--- src/rtl/core/hcfd_pkg.sv ---
`timescale 1ns / 1ps
`default_nettype none

package hcfd_pkg;

  // Field widths
  localparam int TEMP_W  = 8;
  localparam int CNT_W   = 8;
  localparam int GAIN_W  = 7;
  localparam int DUTY_W  = 7;
  localparam int EXC_W   = TEMP_W + GAIN_W;
  localparam int CFG_IDX_W = 2;
  localparam int CFG_DATA_W = 8;

  // Defaults
  localparam int NUM_CELLS_DEF = 6;

  localparam logic signed [TEMP_W-1:0] HOT_RST    = 8'sd30;
  localparam logic signed [TEMP_W-1:0] SAFE_RST   = 8'sd25;
  localparam logic [CNT_W-1:0]         DANGER_RST = 8'd5;
  localparam logic [GAIN_W-1:0]        GAIN_RST   = 7'd10;

  // Duty of 100 means fan off, 0 means fan at full speed
  localparam logic [DUTY_W-1:0] DUTY_OFF  = 7'd100;
  localparam logic [DUTY_W-1:0] DUTY_FULL = 7'd0;
  localparam logic [CNT_W-1:0]  CNT_MAX   = 8'd255;

  // Configuration register indexes
  localparam logic [CFG_IDX_W-1:0] CFG_HOT    = 2'd0;
  localparam logic [CFG_IDX_W-1:0] CFG_SAFE   = 2'd1;
  localparam logic [CFG_IDX_W-1:0] CFG_DANGER = 2'd2;
  localparam logic [CFG_IDX_W-1:0] CFG_GAIN   = 2'd3;

  // Configuration seen by every lane
  typedef struct packed {
    logic signed [TEMP_W-1:0] hot;
    logic signed [TEMP_W-1:0] safe;
    logic [CNT_W-1:0]         danger_count;
    logic [GAIN_W-1:0]        gain;
  } cfg_t;

  // What one lane found for its cell
  typedef struct packed {
    logic              top;
    logic              danger;
    logic [DUTY_W-1:0] duty;
    logic              above_safe;
  } lane_res_t;

endpackage

`default_nettype wire

--- src/rtl/core/hcfd_lane.sv ---
`timescale 1ns / 1ps
`default_nettype none

module hcfd_lane #(
  parameter int NUM_CELLS = hcfd_pkg::NUM_CELLS_DEF
) (
  input  wire logic                                    clk,
  input  wire logic                                    rst,
  input  wire logic                                    accept,
  input  wire logic                                    clear,
  input  wire hcfd_pkg::cfg_t                          cfg,
  input  wire logic signed [hcfd_pkg::TEMP_W-1:0]      temp,
  input  wire logic [NUM_CELLS*hcfd_pkg::TEMP_W-1:0]   temps_all,
  output hcfd_pkg::lane_res_t                          res
);
  import hcfd_pkg::*;

  logic [CNT_W-1:0]        cnt;
  logic [CNT_W-1:0]        cnt_sat;
  logic                    top;
  logic signed [TEMP_W:0]  diff;
  logic [EXC_W-1:0]        excess;

  // Hottest test: above the hot limit and not below any cell
  always_comb begin
    top = (temp > cfg.hot);
    for (int j = 0; j < NUM_CELLS; j++) begin
      if ($signed(temps_all[j*TEMP_W +: TEMP_W]) > temp) begin
        top = 1'b0;
      end
    end
  end

  // Saturating increment
  assign cnt_sat = (cnt == CNT_MAX) ? CNT_MAX : cnt + CNT_W'(1);

  // Fan excess; only used when temp is above hot, so diff is 1..255
  assign diff   = {temp[TEMP_W-1], temp} - {cfg.hot[TEMP_W-1], cfg.hot};
  assign excess = EXC_W'(diff[TEMP_W-1:0]) * EXC_W'(cfg.gain);

  always_comb begin
    res.top        = top;
    res.danger     = (cnt_sat > cfg.danger_count);
    res.above_safe = (temp > cfg.safe);
    if (res.danger) begin
      res.duty = DUTY_FULL;
    end else if (excess > EXC_W'(DUTY_OFF)) begin
      res.duty = DUTY_FULL;
    end else begin
      res.duty = DUTY_OFF - excess[DUTY_W-1:0];
    end
  end

  // Overheat counter of this cell
  always_ff @(posedge clk) begin
    if (rst) begin
      cnt <= '0;
    end else if (accept) begin
      if (clear) begin
        cnt <= '0;
      end else if (top) begin
        cnt <= cnt_sat;
      end
    end
  end

endmodule

`default_nettype wire

--- src/rtl/core/hcfd_merge.sv ---
`timescale 1ns / 1ps
`default_nettype none

module hcfd_merge #(
  parameter int NUM_CELLS = hcfd_pkg::NUM_CELLS_DEF,
  localparam int HW    = $clog2(NUM_CELLS + 1),
  localparam int RES_W = 2*hcfd_pkg::DUTY_W + HW + 3
) (
  input  wire logic                clk,
  input  wire logic                rst,
  input  wire logic                accept,
  input  wire hcfd_pkg::lane_res_t lane_res [NUM_CELLS],
  output logic                     safe,
  output logic [RES_W-1:0]         res_data
);
  import hcfd_pkg::*;

  logic [DUTY_W-1:0] duty_reg;
  logic [DUTY_W-1:0] duty_reg_next;
  logic              alarm_reg;
  logic              alarm_reg_next;
  logic              any_top;
  logic              any_danger;
  logic [HW-1:0]     hot_idx;
  logic              sel_danger;
  logic [DUTY_W-1:0] sel_duty;

  // Last hottest cell wins; any hottest cell in danger latches the alarm
  always_comb begin
    any_top    = 1'b0;
    any_danger = 1'b0;
    hot_idx    = HW'(NUM_CELLS);
    sel_danger = 1'b0;
    sel_duty   = duty_reg;
    safe       = 1'b1;
    for (int i = 0; i < NUM_CELLS; i++) begin
      if (lane_res[i].top) begin
        any_top    = 1'b1;
        hot_idx    = HW'(i);
        sel_danger = lane_res[i].danger;
        sel_duty   = lane_res[i].duty;
        any_danger = any_danger | lane_res[i].danger;
      end
      if (lane_res[i].above_safe) begin
        safe = 1'b0;
      end
    end
  end

  // Safe mode overrides the hot handling
  always_comb begin
    if (safe) begin
      duty_reg_next  = DUTY_OFF;
      alarm_reg_next = 1'b0;
    end else begin
      duty_reg_next  = any_top ? sel_duty : duty_reg;
      alarm_reg_next = alarm_reg | any_danger;
    end
  end

  always_ff @(posedge clk) begin
    if (rst) begin
      duty_reg  <= '0;
      alarm_reg <= 1'b0;
    end else if (accept) begin
      duty_reg  <= duty_reg_next;
      alarm_reg <= alarm_reg_next;
    end
  end

  // Result: pwm_duty, fan_percent, hot_cell, danger, alarm, safe_mode
  assign res_data = {safe, alarm_reg_next, sel_danger, hot_idx,
                     DUTY_OFF - duty_reg_next, duty_reg_next};

endmodule

`default_nettype wire

--- src/rtl/core/hcfd_out_buf.sv ---
`timescale 1ns / 1ps
`default_nettype none

module hcfd_out_buf #(
  parameter int W = 24
) (
  input  wire logic         clk,
  input  wire logic         rst,
  input  wire logic         push,
  input  wire logic [W-1:0] push_data,
  output logic              space,
  output logic              out_valid,
  input  wire logic         out_ready,
  output logic [W-1:0]      out_data
);

  logic         skid_valid;
  logic [W-1:0] skid_data;
  logic         pop;

  assign space = !skid_valid;
  assign pop   = out_valid && out_ready;

  // Control: output register plus one skid entry
  always_ff @(posedge clk) begin
    if (rst) begin
      out_valid  <= 1'b0;
      skid_valid <= 1'b0;
    end else if (skid_valid) begin
      if (pop) begin
        skid_valid <= 1'b0;
      end
    end else if (push) begin
      if (out_valid && !pop) begin
        skid_valid <= 1'b1;
      end else begin
        out_valid <= 1'b1;
      end
    end else if (pop) begin
      out_valid <= 1'b0;
    end
  end

  // Payload
  always_ff @(posedge clk) begin
    if (skid_valid) begin
      if (pop) begin
        out_data <= skid_data;
      end
    end else if (push) begin
      if (out_valid && !pop) begin
        skid_data <= push_data;
      end else begin
        out_data <= push_data;
      end
    end
  end

endmodule

`default_nettype wire

--- src/rtl/core/hottest_cell_fan_duty_controller.sv ---
`timescale 1ns / 1ps
`default_nettype none

// Hottest-cell fan duty controller. Each input transaction carries one
// temperature per cell; one lane per cell decides whether that cell is a
// hottest cell above the hot limit and keeps its saturating overheat counter,
// and a merge stage picks the last hottest cell, sets the PWM duty (0 = fan
// full, 100 = fan off), latches the alarm and applies safe mode. One item is
// accepted every clock cycle while the output queue has room and its result
// is registered. The rate is set by the counter, duty and alarm update, which
// completes within the cycle of acceptance so the next item sees it. A
// two-entry output queue lets input continue while a result waits; input
// stalls only when both entries are full. Configuration writes take effect
// at the next edge and should only be made while the block is idle.
module hottest_cell_fan_duty_controller #(
  parameter int NUM_CELLS = hcfd_pkg::NUM_CELLS_DEF,
  localparam int HW      = $clog2(NUM_CELLS + 1),
  localparam int RES_W   = 2*hcfd_pkg::DUTY_W + HW + 3,
  localparam int OUT_W   = ((RES_W + 7) / 8) * 8,
  localparam int IN_W    = NUM_CELLS * hcfd_pkg::TEMP_W
) (
  input  wire logic                              clk,
  input  wire logic                              rst,
  // temp_cell0 .. temp_cellN-1, 8 bits each, cell 0 lowest
  input  wire logic [IN_W-1:0]                   s_axis_tdata,
  input  wire logic                              s_axis_tvalid,
  output logic                                   s_axis_tready,
  // pwm_duty, fan_percent, hot_cell, danger, alarm, safe_mode, zero pad
  output logic [OUT_W-1:0]                       m_axis_tdata,
  output logic                                   m_axis_tvalid,
  input  wire logic                              m_axis_tready,
  input  wire logic                              cfg_wr_en,
  input  wire logic [hcfd_pkg::CFG_IDX_W-1:0]    cfg_index,
  input  wire logic [hcfd_pkg::CFG_DATA_W-1:0]   cfg_data
);
  import hcfd_pkg::*;

  cfg_t             cfg;
  logic             accept;
  logic             safe;
  lane_res_t        lane_res [NUM_CELLS];
  logic [RES_W-1:0] res_data;
  logic [RES_W-1:0] out_res;

  assign accept = s_axis_tvalid && s_axis_tready;

  // Configuration registers
  always_ff @(posedge clk) begin
    if (rst) begin
      cfg.hot          <= HOT_RST;
      cfg.safe         <= SAFE_RST;
      cfg.danger_count <= DANGER_RST;
      cfg.gain         <= GAIN_RST;
    end else if (cfg_wr_en) begin
      unique case (cfg_index)
        CFG_HOT:    cfg.hot          <= $signed(cfg_data[TEMP_W-1:0]);
        CFG_SAFE:   cfg.safe         <= $signed(cfg_data[TEMP_W-1:0]);
        CFG_DANGER: cfg.danger_count <= cfg_data[CNT_W-1:0];
        CFG_GAIN:   cfg.gain         <= cfg_data[GAIN_W-1:0];
      endcase
    end
  end

  // One lane per cell
  for (genvar g = 0; g < NUM_CELLS; g++) begin : g_lane
    hcfd_lane #(
      .NUM_CELLS (NUM_CELLS)
    ) u_lane (
      .clk       (clk),
      .rst       (rst),
      .accept    (accept),
      .clear     (safe),
      .cfg       (cfg),
      .temp      ($signed(s_axis_tdata[g*TEMP_W +: TEMP_W])),
      .temps_all (s_axis_tdata),
      .res       (lane_res[g])
    );
  end

  hcfd_merge #(
    .NUM_CELLS (NUM_CELLS)
  ) u_merge (
    .clk      (clk),
    .rst      (rst),
    .accept   (accept),
    .lane_res (lane_res),
    .safe     (safe),
    .res_data (res_data)
  );

  hcfd_out_buf #(
    .W (RES_W)
  ) u_out_buf (
    .clk       (clk),
    .rst       (rst),
    .push      (accept),
    .push_data (res_data),
    .space     (s_axis_tready),
    .out_valid (m_axis_tvalid),
    .out_ready (m_axis_tready),
    .out_data  (out_res)
  );

  assign m_axis_tdata = OUT_W'(out_res);

endmodule

`default_nettype wire

--- config.mk ---
export PLATFORM = sky130hd
export DESIGN_NAME = hottest_cell_fan_duty_controller
export DESIGN_NICKNAME = d
export VERILOG_FILES = /design/src/rtl/core/hcfd_pkg.sv /design/src/rtl/core/hcfd_lane.sv /design/src/rtl/core/hcfd_merge.sv /design/src/rtl/core/hcfd_out_buf.sv /design/src/rtl/core/hottest_cell_fan_duty_controller.sv
export SDC_FILE = /design/constraint.sdc
export NUM_CORES = 1
export LEC_CHECK = 0
export BUFFER_PORTS_ARGS = -buffer_cell sky130_fd_sc_hd__buf_2
export CAP_MARGIN = 20
export CORE_MARGIN = 4
export CORE_UTILIZATION = 47
export DETAILED_ROUTE_END_ITERATION = 6
export PLACE_DENSITY = 0.62
export SYNTH_ARGS = -nofsm -noshare
export SYNTH_HDL_FRONTEND = slang
export SYNTH_HIERARCHICAL = 1
export SYNTH_SLANG_ARGS = --single-unit
--- constraint.sdc ---
create_clock -name clk -period 9.8 [get_ports clk]
set_input_delay 0.98 -clock clk [delete_from_list [all_inputs] [get_ports clk]]
set_output_delay 0.98 -clock clk [all_outputs]
set_load 0.01 [all_outputs]
==> flow_metrics.py, run 1 <==
metrics = {
    "status": {
        "status": "finished, final reports clean",
    },
    "cts": {
        "cts_tree": "done",
        "ctsResizeCount": 0,
        "clkTransAtPathRegs_ps": 70,
        "cts_buffers": 17,
        "cts_setup_buffers": 0,
        "worstSkewPairLatency_ps": 440,
        "clkSinkCount": 129,
        "ctsHoldBuffers": 0,
        "clock_path_buffers": 2,
        "ctsHtreeMaxLevel": 4,
        "cts_root_buf": "clkbuf_16",
    },
    "logic_synthesis": {
        "synth_compound_area_frac": 0.167,
        "seq_area_frac_synth": 0.0971,
        "synth_xor_area_frac": 0.0311,
        "syn_avg_cell_area_um2": 8.49,
        "synth_enable_flop_cells": 40,
        "syn_inst": 3620,
        "synthArstFlopShare": 0,
        "synthMuxAreaShare": 0.0297,
        "synth-simple-area-share": 0.224,
        "synth_top_family_by_area": "adder cells",
        "ys_types": 116,
        "ys_warn_count": 6,
        "netlist_area_um2": 30700,
        "synthAdderAreaFrac": 0.382,
        "synth-seq-cells": 129,
        "synthFlopType": "dfxtp_1",
    },
    "cells_and_area": {
        "largest_register_ffs": 48,
        "reg.largest.list": "g_lane.u_lane/cnt (48), cfg (31)",
        "drive_gt1_frac": 0.0785,
        "fillers": 6247,
        "finalNetCount": 4623,
        "final-instance-count-excl-fill": 4600,
        "final_area_um2": 33000,
        "top_register": "g_lane.u_lane/cnt",
        "syn2layout_area_growth_pct": 7.44,
    },
    "global_routing": {
        "use_met3": 0.0330,
        "met1_usage": 0.367,
        "top_usage_layer": "met2",
        "grtUsageMet2": 0.419,
        "grt_max_degree": 83,
        "grt_pass1_vias": 25900,
        "track_usage": 0.259,
        "grt_first_pass_wirelength_um": 145000,
        "antenna_found_initial": 2,
        "grt_overflow": 0,
    },
    "detailed_routing": {
        "postRouteAntennaNets": 0,
        "drt_wl_total_um": 91900,
        "drt_iter0_drc": 1848,
        "vias_per_cell": 5.86,
        "vias": 26900,
        "wl_per_cell_um": 20.0,
        "dr.pass1.iters": 5,
        "drcViolationCount": 0,
    },
    "sta": {
        "fmax_mhz": 112,
        "rsz0062_at_grt": "no",
        "finClkSkew_ps": 8.88,
        "maxSlewHeadroom": 0.283,
        "fin_crit_sh": 0.907,
        "maxSlewViolCount": 0,
        "timing_hold_violations_final": 0,
        "fin_tns_setup_ps": 0,
        "worst_pin_slew_ps": 1070,
        "period_minus_slack_ps": 8890,
        "finalWorstSetupSlack_ps": 909,
        "setup_viol": 0,
    },
    "worst_setup_path": {
        "endpoint_kind": "register",
        "critical_path_required_ps": 9990,
        "critPathKind": "reg2reg",
        "cp.arrival_ps": 9080,
        "cpPeakStageDelay_ps": 700,
        "cp-start-kind": "register",
        "rr_startpoint": "cfg[24]",
        "worst_r2r_path_depth": 31,
        "cp-startpoint": "cfg[24]",
        "crit_path_top_delay_cell": "dfxtp_1",
        "cp_max_fo": 10,
    },
    "power_and_ir_drop": {
        "p_leak_nw": 16.1,
        "power.total_mw": 4.04,
        "p_per_area_nw_per_um2": 122,
        "irDropWorstVdd_uv": 78.7,
    },
    "hold_path": {
        "hold_class": "reg2reg",
        "hold_depth": 2,
        "hold_start": "u_merge/duty_reg[5]",
    },
    "placement": {
        "placed_area_um2": 32300,
        "dp_hpwl_um": 71400,
        "dp_cells": 4565,
        "pre_cts_slack_ps": 600,
        "place_congestion": 0.950,
        "port-buffer-count": 84,
    },
    "floorplanning": {
        "start_util": 0.476,
        "io_pins": 89,
        "dieArea_um2": 69500,
        "dieWidth_um": 264,
        "die_y_um": 264,
        "coreArea_um2": 64600,
        "rows": 93,
    },
    "flow_run": {
        "drv_cap": 0,
    },
}
-- through the flow --
step / hold WS, ps / utilization
2_1_floorplan: 452 / -
3_3_place_gp: 475 / 0.501
3_5_place_dp: 484 / 0.501
4_1_cts: 493 / 0.511
5_1_grt: 526 / 0.511
6_report: 497 / 0.511
-- per-layer routing --
metal  vias to the layer above  wire length (µm)
met5                         -                13
met4                         2              2720
met3                       142              5760
met2                       775             40400
met1                     12900             43000
li1                      13200                 -
-- worst paths after layout --
check	to	slack [ps]
worst min register to register	u_merge/duty_reg[5]	500
worst max register to register	u_out_buf/out_data[13]	910
worst max-delay path	u_out_buf/out_data[13]	910
worst min-delay path	u_merge/duty_reg[5]	500
-- synth_stat cells, types with 18 or more instances --
master	n	area (µm²)
a211oi_1	31	233
a21o_1	51	383
a21oi_1	160	801
a31oi_1	27	169
and2_1	211	1320
and3_1	31	194
buf_4	18	135
clkbuf_1	25	93.8
dfxtp_1	89	1780
edfxtp_1	40	1200
fa_1	180	3600
ha_1	649	8120
inv_1	456	1710
mux2_4	18	270
mux2i_1	53	531
nand2_1	201	754
nand2b_1	113	707
nand3_1	91	455
nand4_1	79	494
nor2_1	140	526
nor2b_1	114	713
nor3_1	63	315
nor3b_1	32	240
o211ai_1	58	435
o21a_1	41	308
o21ai_0	130	651
o221ai_1	25	219
o22ai_1	23	144
xnor2_1	66	578
xor2_1	43	377
-- layout by cell type, fill, tap and decap left out, types with 63 or more instances in the layout --
cell | netlist | routed
a21oi_1 | 160 | 159
and2_1 | 211 | 210
buf_2 | 9 | 83
buf_4 | 18 | 69
dfxtp_1 | 89 | 89
fa_1 | 180 | 180
ha_1 | 649 | 649
inv_1 | 456 | 456
nand2_1 | 201 | 201
nand2b_1 | 113 | 113
nand3_1 | 91 | 91
nand4_1 | 79 | 79
nor2_1 | 140 | 140
nor2b_1 | 114 | 114
nor3_1 | 63 | 63
o21ai_0 | 130 | 130
xnor2_1 | 66 | 66
-- where the power goes --
part / switching, mW / total, mW / internal [mW] / leakage [nW]
Clock: 0.271 / 0.697 / 0.426 / 0.315
Sequential: 0.0203 / 0.595 / 0.574 / 1.10
Combinational: 1.60 / 2.75 / 1.14 / 14.7
-- critical path: cells and delay by family, from the launching register on --
kind            cells  cell delay [ps]
mux                 1              270
fa+ha+maj           7             2720
buf+inv             4              240
xor+xnor            2              540
compound gates     10             2280
flops               1              700
simple gates        7             1850
-- cell families after synthesis --
group           count (synthesis)
simple gates                 1214
fa+ha+maj                     829
compound gates                737
buf+inv                       520
flops                         129
xor+xnor                      109
mux                            81
other cells                     1
-- final cells by class --
class	instances	area (µm²)	share of cell area
Clock inverter	11	135	0.00409
Timing Repair Buffer	153	948	0.0287
Antenna cell	1	2.50	0.0000758
Tap cell	855	1070	0.0324
Multi-Input combinational cell	2974	25600	0.777
Sequential cell	129	2980	0.0904
Inverter	456	1710	0.0519
Clock buffer	21	504	0.0153
Note: power is estimated with default switching activity, not from simulation.
==> run 2: changes to the inputs <==
--- a/config.mk
+++ b/config.mk
@@ -9,7 +9,9 @@
 export CAP_MARGIN = 20
 export CORE_MARGIN = 4
 export CORE_UTILIZATION = 47
+export CTS_CLUSTER_SIZE = 14
 export DETAILED_ROUTE_END_ITERATION = 6
+export GPL_TIMING_DRIVEN = 0
 export PLACE_DENSITY = 0.62
 export SYNTH_ARGS = -nofsm -noshare
 export SYNTH_HDL_FRONTEND = slang
==> run 2 against run 1 <==
The run now ends with design-rule violations left. Final area grew 0.39%. First-iteration DRC count fell by 8.0%. Worst setup slack lost 520 ps. Critical endpoint unchanged. Combinational power up 1%. Maximum frequency is 5.6% lower. Sequential share of layout area about the same. Largest cell class unchanged. Power shrank 0.43%. Die area unchanged. Critical path depth up 3. Largest power group unchanged. Critical path type is now in2reg.
==> flow_metrics.py, run 2 (synthesis results as in run 1) <==
metrics = {
    "cts": {
        "ctsHtreeMaxLevel": 4,
        "cts_root_buf": "clkbuf_16",
        "worstSkewPairLatency_ps": 430,
        "clkSinkCount": 129,
        "clkTransAtPathRegs_ps": 60,
        "cts_tree": "done",
        "clock_path_buffers": 2,
        "ctsHoldBuffers": 0,
        "cts_buffers": 17,
    },
    "cells_and_area": {
        "reg.largest.list": "g_lane.u_lane/cnt (48), cfg (31)",
        "largest_register_ffs": 48,
        "final_area_um2": 33100,
        "final_cell_mix": "649 x ha_1, 455 x inv_1, 209 x and2_1",
        "top_register": "g_lane.u_lane/cnt",
        "drive_gt1_frac": 0.0791,
        "diodes": 0,
        "layout_commonest_cell": "ha_1",
        "syn2layout_area_growth_pct": 7.85,
        "finalNetCount": 4633,
    },
    "floorplanning": {
        "coreArea_um2": 64600,
        "die_y_um": 264,
        "dieArea_um2": 69500,
        "io_pins": 89,
        "start_util": 0.476,
        "rows": 93,
        "dieWidth_um": 264,
    },
    "worst_setup_path": {
        "cp-start-kind": "input pin",
        "cpPeakStageDelay_ps": 560,
        "crit_path_top_delay_cell": "or4_4",
        "crit_path_frequent_cell": "fa_1",
        "critPathKind": "in2reg",
        "cp_max_fo": 13,
        "endpoint_kind": "register",
        "cp.arrival_ps": 9590,
        "critical_path_required_ps": 9980,
    },
    "detailed_routing": {
        "drt_wl_total_um": 89500,
        "drcViolationCount": 1,
        "dr.pass1.iters": 7,
        "postRouteAntennaNets": 0,
        "drt_iter0_drc": 1700,
        "wl_per_cell_um": 19.4,
        "vias_per_cell": 5.85,
        "vias": 27000,
    },
    "power_and_ir_drop": {
        "irDropWorstVdd_uv": 94.1,
        "p_per_area_nw_per_um2": 121,
        "p_leak_nw": 16.1,
        "power.total_mw": 4.02,
    },
    "status": {
        "violations": "design-rule violations",
        "status": "finished with violations",
    },
    "sta": {
        "period_minus_slack_ps": 9410,
        "fmax_mhz": 106,
        "maxSlewViolCount": 0,
        "hold-worst-slack_ps": 494,
        "setup_viol": 0,
        "rsz0062_at_grt": "no",
        "fin_crit_sh": 0.961,
        "finClkSkew_ps": 9.04,
        "maxSlewHeadroom": 0.211,
        "worst_pin_slew_ps": 1180,
        "timing_hold_violations_final": 0,
    },
    "flow_run": {
        "drv_cap": 0,
    },
    "global_routing": {
        "grt_max_degree": 50,
        "grt_pass1_vias": 26000,
        "grt_overflow": 0,
        "track_usage": 0.252,
        "grt_first_pass_wirelength_um": 142000,
        "antenna_found_initial": 2,
    },
    "placement": {
        "placed_area_um2": 32400,
        "dp_hpwl_um": 69000,
        "port-buffer-count": 84,
        "place_congestion": 0.937,
    },
    "hold_path": {
        "hold_class": "reg2reg",
    },
}
[run 2: cell type report]
cell class / count / area [µm²]
inverter: 456 / 1720
clock inverter: 14 / 155
clock buffer: 18 / 429
buffer: 64 / 398
fill: 6279 / 31500
timing repair buffer: 99 / 621
sequential: 129 / 3000
tap: 855 / 1070
multi-input combinational: 2974 / 25700
[run 2: worst max-delay path: cells and delay by family]
family / cells / cell delay [ps]
fa+ha+maj: 8 / 3180
xor+xnor: 2 / 410
mux: 1 / 280
compound gates: 8 / 1700
buf+inv: 6 / 790
simple gates: 9 / 2210
[run 2: metal layers]
| layer | global-route usage | share of wire | vias to the layer above |
|---|---|---|---|
| met5 | 0 | 0 | - |
| met4 | 0.0627 | 0.026 | 0 |
| met3 | 0.0317 | 0.059 | 132 |
| met1 | 0.355 | 0.47 | 12900 |
| li1 | - | - | 13200 |
| met2 | 0.410 | 0.44 | 733 |
[run 2: power breakdown]
part           switching (mW)  total [mW]  internal, mW
Clock                   0.257       0.634         0.377
Sequential             0.0235       0.598         0.574
Combinational            1.63        2.79          1.16
Total                    1.91        4.02          2.11
[run 2: path summary, 6_finish.rpt]
check | cells after the start | startpoint | endpoint | slack [ps]
max | 34 | s_axis_tdata[16] | u_out_buf/out_data[13] | 390
min | 2 | u_merge/duty_reg[4] | u_merge/duty_reg[4] | 490
max reg2reg | 33 | cfg[23] | u_out_buf/out_data[13] | 550
min reg2reg | 2 | u_merge/duty_reg[4] | u_merge/duty_reg[4] | 490
[run 2: what timing repair did]
action | CTS | global route
endpoints found under the setup margin | 3 | 6
buffers inserted | 0 | 6
resized for setup | 2 | 19
pin swaps | 0 | 3
[run 2: metrics by stage]
stage	cells	setup WS, ps	util	setup TNS (ps)
5_1_grt	4609	55.2	0.513	0
2_1_floorplan	3623	1490	-	0
3_5_place_dp	4571	-493	0.501	-1350
6_report	4609	385	0.513	0
4_1_cts	4603	33.0	0.511	0
3_3_place_gp	4562	-518	0.499	-1510
